File: src/rtl/core/pusrt_pkg.sv
package pusrt_pkg;

    localparam int DATA_W = 32;

    localparam logic CMD_SET   = 1'b0;
    localparam logic CMD_QUERY = 1'b1;

    // source of the memory write data
    typedef enum logic [1:0] {
        WSRC_ZERO = 2'd0,
        WSRC_CUR  = 2'd1,
        WSRC_SUM  = 2'd2
    } wsrc_t;

    // controller to datapath, aligned with the memory read data
    typedef struct packed {
        logic  wr_en;
        wsrc_t wr_sel;
        logic  add_a;
        logic  add_b;
        logic  fire;
    } ctl_t;

endpackage

File: src/rtl/core/pusrt_ctrl.sv
module pusrt_ctrl #(
    parameter int LEAF_COUNT = 1024
) (
    input  logic                          clk,
    input  logic                          rst_n,
    input  logic                          start,
    input  logic                          command,
    input  logic [$clog2(LEAF_COUNT)-1:0] position,
    input  logic [$clog2(LEAF_COUNT):0]   range_low,
    input  logic [$clog2(LEAF_COUNT):0]   range_high,
    output logic                          busy,
    output pusrt_pkg::ctl_t               ctl,
    output logic [$clog2(LEAF_COUNT):0]   waddr,
    output logic [$clog2(LEAF_COUNT):0]   raddr_a,
    output logic [$clog2(LEAF_COUNT):0]   raddr_b
);

    localparam int LW = $clog2(LEAF_COUNT);
    localparam int AW = LW + 1;
    localparam int IW = LW + 2;

    typedef enum logic [4:0] {
        ST_CLEAR    = 5'b00001,
        ST_IDLE     = 5'b00010,
        ST_SET_LEAF = 5'b00100,
        ST_SET_UP   = 5'b01000,
        ST_QUERY    = 5'b10000
    } state_t;

    state_t        state_reg, state_next;
    logic [AW-1:0] clr_idx_reg, clr_idx_next;
    logic [AW-1:0] node_reg, node_next;
    logic [IW-1:0] lo_reg, lo_next;
    logic [IW-1:0] hi_reg, hi_next;
    logic          pend_a_reg, pend_a_next;
    logic          pend_b_reg, pend_b_next;

    logic          accept;
    logic [AW-1:0] hi_clip;
    logic          empty;
    logic [AW-1:0] parent;
    logic [IW-1:0] lo_inc;
    logic [IW-1:0] hi_dec;

    assign accept  = start && (state_reg == ST_IDLE);
    assign busy    = (state_reg != ST_IDLE);
    assign hi_clip = (range_high > AW'(LEAF_COUNT)) ? AW'(LEAF_COUNT) : range_high;
    assign empty   = (range_low >= hi_clip);
    assign parent  = node_reg >> 1;
    assign lo_inc  = lo_reg + IW'(lo_reg[0]);
    assign hi_dec  = hi_reg - IW'(1);

    always_comb
    begin
        state_next   = state_reg;
        clr_idx_next = clr_idx_reg;
        node_next    = node_reg;
        lo_next      = lo_reg;
        hi_next      = hi_reg;
        pend_a_next  = 1'b0;
        pend_b_next  = 1'b0;
        ctl.wr_en    = 1'b0;
        ctl.wr_sel   = pusrt_pkg::WSRC_ZERO;
        ctl.add_a    = pend_a_reg;
        ctl.add_b    = pend_b_reg;
        ctl.fire     = 1'b0;
        waddr        = node_reg;
        raddr_a      = node_reg ^ AW'(1);
        raddr_b      = hi_dec[AW-1:0];

        unique case (state_reg)
            ST_CLEAR:
            begin
                ctl.wr_en    = 1'b1;
                waddr        = clr_idx_reg;
                clr_idx_next = clr_idx_reg + AW'(1);
                if (clr_idx_reg == {AW{1'b1}})
                begin
                    state_next = ST_IDLE;
                end
            end
            ST_IDLE:
            begin
                if (accept)
                begin
                    if (command == pusrt_pkg::CMD_SET)
                    begin
                        node_next  = {1'b1, position};
                        state_next = ST_SET_LEAF;
                    end
                    else
                    begin
                        lo_next    = empty ? '0 : IW'(range_low) + IW'(LEAF_COUNT);
                        hi_next    = empty ? '0 : IW'(hi_clip) + IW'(LEAF_COUNT);
                        state_next = ST_QUERY;
                    end
                end
            end
            ST_SET_LEAF:
            begin
                // leaf write, sibling read issued in the same cycle
                ctl.wr_en  = 1'b1;
                ctl.wr_sel = pusrt_pkg::WSRC_CUR;
                state_next = ST_SET_UP;
            end
            ST_SET_UP:
            begin
                ctl.wr_en  = 1'b1;
                ctl.wr_sel = pusrt_pkg::WSRC_SUM;
                waddr      = parent;
                raddr_a    = parent ^ AW'(1);
                node_next  = parent;
                if (parent == AW'(1))
                begin
                    state_next = ST_IDLE;
                end
            end
            ST_QUERY:
            begin
                if (lo_reg < hi_reg)
                begin
                    raddr_a     = lo_reg[AW-1:0];
                    pend_a_next = lo_reg[0];
                    pend_b_next = hi_reg[0];
                    lo_next     = lo_inc >> 1;
                    hi_next     = hi_reg >> 1;
                end
                else
                begin
                    // last level's reads land now, fold them into the result
                    ctl.fire   = 1'b1;
                    state_next = ST_IDLE;
                end
            end
            default:
            begin
                state_next = ST_IDLE;
            end
        endcase
    end

    always_ff @(posedge clk or negedge rst_n)
    begin
        if (!rst_n)
        begin
            state_reg   <= ST_CLEAR;
            clr_idx_reg <= '0;
            node_reg    <= '0;
            lo_reg      <= '0;
            hi_reg      <= '0;
            pend_a_reg  <= 1'b0;
            pend_b_reg  <= 1'b0;
        end
        else
        begin
            state_reg   <= state_next;
            clr_idx_reg <= clr_idx_next;
            node_reg    <= node_next;
            lo_reg      <= lo_next;
            hi_reg      <= hi_next;
            pend_a_reg  <= pend_a_next;
            pend_b_reg  <= pend_b_next;
        end
    end

endmodule

File: config.mk
export PLATFORM = sky130hd
export DESIGN_NAME = pusrt_ctrl
export DESIGN_NICKNAME = d
export VERILOG_FILES = /design/src/rtl/core/pusrt_pkg.sv /design/src/rtl/core/pusrt_ctrl.sv
export SDC_FILE = /design/constraint.sdc
export NUM_CORES = 1
export LEC_CHECK = 0
export BUFFER_PORTS_ARGS = -buffer_cell sky130_fd_sc_hd__buf_2
export CAP_MARGIN = 20
export CORE_MARGIN = 8
export CORE_UTILIZATION = 38
export CTS_CLUSTER_SIZE = 30
export DETAILED_ROUTE_END_ITERATION = 6
export GPL_TIMING_DRIVEN = 1
export PLACE_DENSITY_LB_ADDON = 0.1
export SETUP_SLACK_MARGIN = 0.4
export SYNTH_ARGS = -nofsm -noshare
export SYNTH_HDL_FRONTEND = slang
export SYNTH_SLANG_ARGS = --single-unit
File: constraint.sdc
create_clock -name clk -period 2.9 [get_ports clk]
set_clock_uncertainty 0.2 [all_clocks]
set_input_delay 0.87 -clock clk [delete_from_list [all_inputs] [get_ports clk]]
set_output_delay 0.87 -clock clk [all_outputs]
set_load 0.02 [all_outputs]
# Word-level counts from Yosys, hierarchy flattened
# Cells that the tools add are included.
# W data, S select, Z words.
[word_totals]
out_inout_bits = 40
in_bits = 36
elab_cells = 70
reg_bits = 53
[op_classes]
bitwise_logic = 2
n_eq_ne = 15
magnitude_cmp = 3
muxes = 31
n_reduce_logical = 7
n_addsub = 5
[op_table]
columns = ["operator", "n"]
rows = [
  ["$mux W12", 8],
  ["$pmux W11 S2", 3],
  ["$pmux W12 S2", 2],
  ["$mux W11", 4],
  ["$mux W5", 5],
  ["$pmux W5 S5", 1],
  ["$add A11 B11 Y12 const B", 2],
  ["$ne A2 B2 Y1 const B", 7],
  ["$add A12 B1 Y12", 1],
  ["$lt A12 B12 Y1", 1],
  ["$add A11 B1 Y11 const B", 1],
  ["$eq A11 B11 Y1 const B", 1],
  ["$ge A11 B11 Y1", 1],
  ["$gt A11 B11 Y1 const B", 1],
  ["$sub A11 B1 Y11 const B", 1],
  ["$eq A10 B1 Y1 const B", 1],
  ["$reduce_and A4 Y1", 2],
  ["$mux W1", 7],
  ["$eq A5 B1 Y1 const B", 1],
  ["$eq A5 B2 Y1 const B", 1],
  ["$eq A5 B3 Y1 const B", 1],
  ["$eq A5 B4 Y1 const B", 1],
  ["$eq A5 B5 Y1 const B", 1],
  ["$ne A5 B2 Y1 const B", 1],
  ["other kinds (6)", 8],
]

# Depth between registers and ports, before layout
# Gate-level depths: netlist of run 1.
[logic_depth]
word_depth = 7
ltp_mapped = 10
mapped_depth_nobuf = 9

# Least setup slack after synthesis of run 1
# Ideal clock, no wire load.
[synth_path]
path_kind = "input-to-reg"
startpoint = "input range_high[10]"
endpoint = "register lo_reg[2]"
path_buffers = 1
arrival_time_ns = 2.798
setup_time_ns = 0.064
cell_stages = 10
required_ns = 2.636
slack_ns = -0.162
cell_sequence = "clkinv_1 -> nand2_1 -> ha_1 -> nand4_1 -> o21bai_1 -> a2111oi_1 -> clkbuf_1 -> nand3_1 -> o21ai_0 -> mux2_4"
[synth_via]
elab_chain_len = 7
[synth_rtl]
columns = ["element", "line", "rtl"]
rows = [
  ["from (decl)", "pusrt_ctrl.sv:10", "input logic [$clog2(LEAF_COUNT):0] range_high,"],
  ["$gt A11 B11 Y1", "pusrt_ctrl.sv:47", "assign hi_clip = (range_high > AW'(LEAF_COUNT)) ? AW'(LEAF_COUNT) : range_high;"],
  ["$mux W11 *", "pusrt_ctrl.sv:47", ""],
  ["$ge A11 B11 Y1 *", "pusrt_ctrl.sv:48", "assign empty = (range_low >= hi_clip);"],
  ["$mux W12 *", "pusrt_ctrl.sv:93", "lo_next = empty ? '0 : IW'(range_low) + IW'(LEAF_COUNT);"],
  ["$mux W12 *", "pusrt_ctrl.sv:86", "if (command == pusrt_pkg::CMD_SET)"],
  ["$mux W12 *", "pusrt_ctrl.sv:84", "if (accept)"],
  ["$pmux W12 S2 *", "pusrt_ctrl.sv:71", "unique case (state_reg)"],
  ["to (signal assigned)", "pusrt_ctrl.sv:159", "lo_reg <= lo_next;"],
  ["to (decl)", "pusrt_ctrl.sv:33", "logic [IW-1:0] lo_reg, lo_next;"],
]
# Every way passes the cells marked *; elsewhere a longest branch is shown, timed or not. The select of a mux whose other input is x is not followed.
# A chain may end at the register's enable or synchronous reset.

# Final worst setup path of run 1
[layout_path]
startpoint = "register state_reg[0]"
endpoint = "output raddr_a[4]"
[layout_via]
elab_chain_len = 2
elab_cells_between_ends = 3
cone_classes = "2 x eq/ne; 1 x mux"
[layout_rtl]
columns = ["element", "line", "rtl"]
rows = [
  ["from (decl)", "pusrt_ctrl.sv:30", "state_t state_reg, state_next;"],
  ["from (signal assigned)", "pusrt_ctrl.sv:156", "state_reg <= state_next;"],
  ["$eq A5 B5 Y1 / $eq A5 B4 Y1 (equally long branches)", "pusrt_ctrl.sv:71", ""],
  ["$pmux W11 S2 *", "pusrt_ctrl.sv:71", ""],
  ["to (decl)", "pusrt_ctrl.sv:14", "output logic [$clog2(LEAF_COUNT):0] raddr_a,"],
]
# Every way passes the cells marked *; elsewhere a longest branch is shown, timed or not.

==> results of run 1 <==
[critical path: cells and delay by family (launching register included)]
kind,cells,cell delay (ps)
and+or+nand+nor,4,920
AOI/OAI and AO/OA,2,460
DFF,1,380
buffers and inverters,2,290
[through the flow]
stage	setup TNS (ps)	total power, mW	util [%]	instances
floorplan	-236	3.47	-	379
finish	-9730	7.06	64.4	689
global route	-11350	7.49	64.4	689
global placement	-4100	4.75	51.2	639
detailed placement	-5070	4.79	51.2	639
CTS	-8600	6.64	62.2	682
[cell usage after synthesis, types with 2 or more instances]
library cell  instances  area (sq um)
o22ai_1              11          68.8
nand2_1              32           120
buf_12                2          40.0
nand3_1              23           115
mux2i_1              11           110
inv_1                25          93.8
o21ai_0              18          90.1
xnor2_1              18           158
o21bai_1              9          67.6
mux2_4               17           255
xor2_1               10          87.6
nand3b_1              2          15.0
a21oi_1               8          40.0
nor2_1               21          78.8
ha_1                 25           313
nor3b_1               2          15.0
nand4_1               8          50.1
nor2b_1               3          18.8
a211oi_1              2          15.0
dfrtp_1              52          1300
buf_4                 2          15.0
nor3_1                7          35.0
clkbuf_1              8          30.0
and2_1               11          68.8
mux2_2                6          67.6
and3_1                4          25.0
a221o_1              19           190
buf_2                 3          15.0
o41ai_1               2          17.5
[layout make-up]
| class | count | area [sq um] | area share (%) |
|---|---|---|---|
| multi-input cells | 284 | 2810 | 45.3 |
| well taps | 133 | 166 | 2.68 |
| inverters | 26 | 126 | 2.04 |
| repair inverters | 1 | 16.3 | 0.262 |
| clock inverters | 1 | 7.51 | 0.121 |
| repair buffers | 184 | 1680 | 27.0 |
| flip-flops and latches | 53 | 1330 | 21.4 |
| clock buffers | 7 | 76.3 | 1.23 |
[placed cells by master, fill, tap and decap left out, types with 6 or more instances in the layout]
cell type and n:
ha_4 16, nor2_4 8, buf_4 81, mux2_4 22, o22ai_1 8, and2_1 9
buf_2 38, dfrtp_1 52, o21bai_1 9, buf_12 7, a21oi_1 6, inv_1 15
ha_1 9, o21ai_1 11, nand3_2 9, xor2_1 10, mux2i_1 11, a221o_1 19
buf_6 51, nand2_1 19, nor2_1 13, nand4_1 8, inv_2 9, xnor2_1 15
nand2_2 8, nand3_1 12
[kinds of logic (layout without fill, tap and decap cells)]
family	after synthesis	after routing	share of synthesized area, %
multiplexers	34	34	11.7
flip-flops	53	53	35.8
buffers and inverters	42	219	5.64
XOR/XNOR	28	28	6.62
AND/OR/NAND/NOR	120	120	16.3
adder cells (fa/ha/maj)	25	25	8.45
AO/OA/AOI/OAI	77	77	15.4
[worst min-delay path by stage]
stage / end / slack, ps / cells after the start
6_report: clr_idx_reg[10]$_DFFE_PN0P_ / 310 / 1
4_1_cts: clr_idx_reg[9]$_DFFE_PN0P_ / 310 / 1
3_3_place_gp: clr_idx_reg[10]$_DFFE_PN0P_ / 290 / 1
3_5_place_dp: clr_idx_reg[9]$_DFFE_PN0P_ / 290 / 1
2_1_floorplan: clr_idx_reg[10]$_DFFE_PN0P_ / 260 / 1
5_1_grt: clr_idx_reg[10]$_DFFE_PN0P_ / 330 / 1
[power breakdown]
| part | internal (mW) | switching, mW |
|---|---|---|
| logic | 2.84 | 2.54 |
| registers | 0.987 | 0.253 |
| clock network | 0.172 | 0.267 |
[layer usage]
metal  part of all wire, %  routed length [um]  vias to the layer above
li1                      -                   -                     1725
met1                    42                5470                     1763
met2                    51                6660                      105
met3                   6.4                 841                       14
met4                   1.3                 165                        0
met5                     0                   0                        -
[repair_timing]
item / 4_1_cts / 5_1_grt
endpoints found under the setup margin: 59 / 64
gates resized for setup: 161 / 32
cloned: 6 / 1
pin swaps: 25 / 16
buffers inserted: 29 / 6
==> results.md, run 1 <==
- Outcome: complete, but fails checks
- Failing checks: setup timing
- Die Span Y: 115 um
- Worst skew pair latency: 320 ps
- Avg Cell Area, Syn: 9.77 sq um
- CP Cell Sequence: or3_4, or3b_4, nor2_4, o21a_4, nor2_4, clkbuf_16, a221o_1, buf_6
- Worst reg2reg path depth: 13
- Maximum capacitance violations: 0
- Worst Hold Launch: clr_idx_reg[10]$_DFFE_PN0P_
- RSZ-0062 raised after global routing: true
- Total GRT Usage: 20.2%
- Met3 Use GR: 4.38%
- Post-Place Setup Slack: -242 ps
- YS warnings: 0
- Fill count: 817
- Rel. slew slack: 57.7%
- Synth cell types: 47
- Buffers on Ports: 75
- Global-route wire length before repair: 20.7 mm
- CP dominant cell by count: nor2_4
- Ant diodes: 0
- Crit share post-route: 119%
- Largest net degree at the start of global routing: 30
- H-Tree Level Count: 2
- Area Growth Syn to Fin: 67.6%
- Worst hold margin: 311 ps
- Minimum clock period: 3440 ps
- Flops & latches, synth: 53
- LEAKAGE: 2.88 nW
- Post-DRT Antenna Nets: 0
- Die Wd: 115 um
- Hold Crit Class: register to register
- Worst Setup SP: state_reg[0]$_DFFE_PN1P_
- Critical path launch point type: register
- Die footprint: 13200 sq um
- Initial Util: 38.4%
- Clock sinks: 53
- Share of layout cells above drive strength 1: 55.8%
- Top Usage Layer GRT: met2
- Worst-path clk slew: 110 ps
- DP HPWL: 8.82 mm
- Setup ws final: -537 ps
- DRT iter0 DRCs: 118
- Wire per inst: 19.1 um
- Remaining DRCs: 0
- Max Slew Vio Count: 0
- Final nets: 616
- Required time at the worst-slack endpoint: 1830 ps
- Rows: 36
- CTS Root Cell: clkbuf_8
- Largest stage delay, worst path: 400 ps
- Sequential fraction of the synthesis area: 35.8%
- CORE AREA: 9640 sq um
- Largest fanout on the critical path: 5
- Fin. Hold Viols: 0
- CTS Hold Bufs: 0
- Max Clock Freq: 0.291 GHz
- I/O pins: 76
- VDD IR max: 0.718 mV
- Slowest cell on the critical path: or3b_4
- Post-route cell area: 6210 sq um
- Mapped Nets: 440
- R2r setup slk: 130 ps
- Critical path capture point: raddr_a[4]
- FFs w/ async S/R, synth: 100%
- Total gr overflow: 0
- Drt via density: 5.24
- Final number of setup-violating endpoints: 24
- Worst Tran Pin Value: 635 ps
- TritonCTS buffer count: 5
- Most used DFF post-synth: dfrtp_1
- Crit path kind: register to primary output
- Reg2reg end: hi_reg[5]$_DFFE_PN0P_
- Initial antenna violation count: 0
- Critical Path AT: 2370 ps
- CTS tree: built
- Reg-to-Reg Start: hi_reg[7]$_DFFE_PN0P_
- CP endpoint kind: primary output
- CTS max path bufs: 2
- Vias in the first global route: 3824
- EDFF count, synth: 0
- GR Layer Usage met1: 25.0%
- Overall via count from detail_route: 3607
- DRT Pass-1 Iters: 4
- Mapped Cells: 379
- Met2 Use GR: 35.2%
- RePlAce Congestion: 0.857
- Routed WL: 13.1 mm
- Pwr/cell area: 1140 nW/um^2
- Post-DP Area: 4930 sq um
- Synthesized area: 3700 sq um
No activity file was read; power rests on OpenSTA's default activity.
==> run 2, diff against run 1 <==
- PLACE_DENSITY: not set -> 0.67
- PLACE_DENSITY_LB_ADDON: 0.1 -> not set
==> results.md, run 2 (synthesis gave the netlist of run 1 again) <==
- DRT iter0 DRCs: 196
- Outcome: complete, but fails checks
- Die Wd: 115 um
- Dpl cells: 641
- Die Span Y: 115 um
- Cell-internal power: 3.97 mW
- I/O pins: 76
- Worst-path clk slew: 120 ps
- Worst hold margin: 314 ps
- Final nets: 617
- Minimum clock period: 3400 ps
- Critical Path AT: 2330 ps
- Crit path kind: register to primary output
- Required time at the worst-slack endpoint: 1830 ps
- Most frequent cells in the layout: buf_4, dfrtp_1, buf_6
- Max Clock Freq: 0.294 GHz
- Wire per inst: 20.1 um
- Failing checks: setup timing
- Global-route wire length before repair: 21.0 mm
- CTS max path bufs: 2
- Worst skew pair latency: 320 ps
- Switch share: 44.4%
- Fill count: 724
- RSZ-0062 raised after global routing: true
- Die footprint: 13200 sq um
- Overall via count from detail_route: 3740
- Worst Tran Pin Value: 733 ps
- CP endpoint kind: primary output
- Clock sinks: 53
- Fin. Hold Viols: 0
- H-Tree Level Count: 2
- Rel. slew slack: 51.1%
- Hold Crit Class: register to register
- LEAKAGE: 2.91 nW
- Share of layout cells above drive strength 1: 60.3%
- RePlAce Congestion: 0.868
- VDD IR max: 0.674 mV
- Pwr/cell area: 1130 nW/um^2
- TritonCTS buffer count: 5
- Initial Util: 38.4%
- CTS Hold Bufs: 0
- Post-route cell area: 6340 sq um
- Setup ws final: -497 ps
- Largest net degree at the start of global routing: 54
- Final number of setup-violating endpoints: 26
- Crit share post-route: 117%
- Maximum capacitance violations: 0
- Total GRT Usage: 20.2%
- Critical path launch point type: register
- Post-DP Area: 4950 sq um
- Design Power: 7.14 mW
- Initial antenna violation count: 0
- Sequential Power Share: 17.4%
- Drt via density: 5.42
- Net Sw Power: 3.17 mW
- Rows: 36
- Ant diodes: 0
- Clock power frac: 6.4%
- Buffers on Ports: 75
- Total gr overflow: 0
- Seq. cell area: 1330 sq um
- DP HPWL: 8.64 mm
- CORE AREA: 9640 sq um
- Vias in the first global route: 3994
- Post-Place Setup Slack: -204 ps
- Post-DRT Antenna Nets: 0
- Area Growth Syn to Fin: 71.1%
- Commonest non-fill, non-tap cell in the layout: buf_4
- Largest fanout on the critical path: 10
- Multi-input gate area: 2940 sq um
- Max Slew Vio Count: 0
- Finished Layout Cells: 690
- CTS tree: built
- CTS Root Cell: clkbuf_8
- Remaining DRCs: 0
- Logic pwr share: 76.3%
- DRT Pass-1 Iters: 4
- Routed WL: 13.9 mm
-- run 2: timing repair --
item / 4_1_cts / 5_1_grt
setup buffers: 25 / 10
resized for setup: 145 / 76
endpoints found under the setup margin: 59 / 73
pin swaps: 19 / 34
gates cloned: 6 / 0
-- run 2: path summary, 6_finish.rpt --
kind / cells past startpoint / slack (ps) / to / start
worst max-delay path: 7 / -500 / raddr_a[1] / state_reg[3]$_DFFE_PN0P_
worst min-delay path: 1 / 310 / clr_idx_reg[10]$_DFFE_PN0P_ / clr_idx_reg[10]$_DFFE_PN0P_
worst max register to register: 12 / 190 / hi_reg[8]$_DFFE_PN0P_ / state_reg[3]$_DFFE_PN0P_
worst min register to register: 1 / 310 / clr_idx_reg[10]$_DFFE_PN0P_ / clr_idx_reg[10]$_DFFE_PN0P_
max in group asynchronous: 2 / 1520 / lo_reg[2]$_DFFE_PN0P_ / rst_n
min in group asynchronous: 2 / 470 / hi_reg[7]$_DFFE_PN0P_ / rst_n
-- run 2: worst max-delay path, cell delays in order (launching register included) --
cell and delay [ps]:
dfrtp_1 400, or3_4 370, or3b_4 400, nor2_4 90, o21a_4 180, nor2_4 80, a221o_1 340, buf_6 150
-- run 2: stage by stage --
stage | TNS (ps) | util [%]
floorplan | -236 | -
global placement | -2920 | 51.3
detailed placement | -4620 | 51.3
CTS | -7840 | 61.7
global route | -10330 | 65.8
finish | -8570 | 65.8
-- run 2: final cells by class --
| class | count | area share, % |
|---|---|---|
| multi-input combinational | 285 | 46.3 |
| timing repair buffer | 184 | 26.4 |
| sequential | 53 | 20.9 |
| tap | 133 | 2.63 |
| inverter | 26 | 2.03 |
| clock buffer | 6 | 1.14 |
| clock inverter | 2 | 0.257 |
| timing repair inverter | 1 | 0.257 |
-- run 2: layer usage --
layer / part of all wire (%) / vias to the layer above / GRT usage [%] / wire, um
met4: 2.8 / 0 / 6.22 / 384
met5: 0 / - / 0 / 0
li1: - / 1731 / - / -
met2: 50 / 130 / 35.5 / 6970
met1: 42 / 1848 / 24.3 / 5830
met3: 5.0 / 31 / 3.90 / 695
-- run 2: power by group through the flow --
stage               clock network (mW)  logic (mW)  registers [mW]
detailed placement                   0        3.59            1.20
finish                           0.453        5.44            1.24
global placement                     0        3.53            1.20
CTS                              0.454        4.73            1.20
floorplan                            0        2.25            1.21
global route                     0.486        5.75            1.27
==> run 3, diff against run 2 <==
- SKIP_CTS_REPAIR_TIMING: not set -> 1
==> results.md, run 3 (synthesis gave the netlist of run 1 again) <==
- Slowest cell on the critical path: or3b_4
- Clock power frac: 7.0%
- Global-route wire length before repair: 17.8 mm
- CTS max path bufs: 2
- Die Wd: 115 um
- Maximum capacitance violations: 0
- Vias in the first global route: 3590
- Post-DP Area: 4950 sq um
- Post-Place Setup Slack: -204 ps
- Initial Util: 38.4%
- RePlAce Congestion: 0.868
- Post-DRT Antenna Nets: 0
- Dpl cells: 641
- Die footprint: 13200 sq um
- Total gr overflow: 0
- Die Span Y: 115 um
- Area Growth Syn to Fin: 59.3%
- Max Clock Freq: 0.295 GHz
- RSZ-0062 raised after global routing: true
- Finished Layout Cells: 674
- Worst Tran Pin Value: 732 ps
- Drt via density: 5.39
- Setup ws final: -492 ps
- Rows: 36
- Switch share: 44.9%
- CORE AREA: 9640 sq um
- VDD IR max: 0.646 mV
- TritonCTS buffer count: 5
- Pwr/cell area: 1080 nW/um^2
- Failing checks: setup timing
- Critical Path AT: 2320 ps
- CP Cell Sequence: or3_4, or3b_4, nor2_4, o21a_4, nor2_4, a221o_1, buf_6
- Overall via count from detail_route: 3634
- Minimum clock period: 3390 ps
- Share of layout cells above drive strength 1: 55.5%
- Commonest non-fill, non-tap cell in the layout: buf_4
- Largest net degree at the start of global routing: 54
- Initial antenna violation count: 0
- LEAKAGE: 2.77 nW
- Setup Total Neg Slack: -7100 ps
- Net Sw Power: 2.86 mW
- H-Tree Level Count: 2
- Buffers on Ports: 75
- Remaining DRCs: 0
- Fin. Hold Viols: 0
- Final number of setup-violating endpoints: 24
- Max Slew Vio Count: 0
- Worst-path clk slew: 120 ps
- DRT Pass-1 Iters: 6
- Design Power: 6.37 mW
- Most frequent cells in the layout: buf_4, dfrtp_1, buf_2
- Required time at the worst-slack endpoint: 1830 ps
- Core Util, Final: 61.2%
- Clock sinks: 53
- Final nets: 601
- I/O pins: 76
- Worst hold margin: 321 ps
- Post-route cell area: 5900 sq um
- Worst skew pair latency: 310 ps
- CP dominant cell by count: nor2_4
- Critical path launch point type: register
- Largest fanout on the critical path: 10
- Largest stage delay, worst path: 400 ps
- Hold Crit Class: register to register
- Logic pwr share: 73.8%
- DP HPWL: 8.64 mm
- CTS tree: built
- Rel. slew slack: 51.2%
- Outcome: complete, but fails checks
- Wire per inst: 19.3 um
- Ant diodes: 0
- Crit share post-route: 117%
- Sequential Power Share: 19.2%
- DRT iter0 DRCs: 181
- Routed WL: 13.0 mm
- Crit path kind: register to primary output
- CTS Root Cell: clkbuf_8
- CP endpoint kind: primary output
- Total GRT Usage: 16.8%
- Cell-internal power: 3.51 mW
[run 3: cell types whose count changed in the layout (fill, tap and decap cells not counted), sizes merged]
| cell | previous run | this run |
|---|---|---|
| clkinv | 3 | 2 |
| buf | 184 | 165 |
| inv | 25 | 26 |
| clkbuf | 6 | 9 |
[run 3: area by class of cell]
cell class | instances | area [sq um]
clock buffer | 6 | 72.6
timing repair buffer | 168 | 1410
fill | 802 | 3740
timing repair inverter | 1 | 11.3
inverter | 26 | 126
tap | 133 | 166
sequential | 53 | 1330
multi-input combinational | 285 | 2770
clock inverter | 2 | 16.3
[run 3: path summary, 6_finish.rpt]
kind / start / end / slack [ps] / cells past startpoint
setup / recovery: state_reg[0]$_DFFE_PN1P_ / raddr_a[1] / -490 / 7
hold / removal: clr_idx_reg[5]$_DFFE_PN0P_ / clr_idx_reg[5]$_DFFE_PN0P_ / 320 / 1
setup reg to reg: hi_reg[5]$_DFFE_PN0P_ / lo_reg[2]$_DFFE_PN0P_ / 320 / 10
hold reg to reg: clr_idx_reg[5]$_DFFE_PN0P_ / clr_idx_reg[5]$_DFFE_PN0P_ / 320 / 1
max in group asynchronous: rst_n / lo_reg[2]$_DFFE_PN0P_ / 1510 / 2
min in group asynchronous: rst_n / hi_reg[6]$_DFFE_PN0P_ / 470 / 2
[run 3: layer usage]
| metal | routed length (um) | GRT usage, % |
|---|---|---|
| met1 | 5560 | 22.7 |
| met4 | 388 | 2.63 |
| met3 | 625 | 3.06 |
| met2 | 6430 | 27.7 |
| met5 | 0 | 0 |
[run 3: power groups by stage]
stage	Clock [mW]	Sequential [mW]	Combinational [mW]
floorplan	0	1.21	2.25
global placement	0	1.20	3.53
detailed placement	0	1.20	3.59
CTS	0.454	1.19	3.61
global route	0.484	1.25	5.02
finish	0.448	1.22	4.70
[run 3: worst max-delay path, delay by kind of cell (launching register included)]
family | cells | cell delay (ps)
buffers and inverters | 1 | 150
and+or+nand+nor | 4 | 950
AOI/OAI and AO/OA | 2 | 520
DFF | 1 | 390
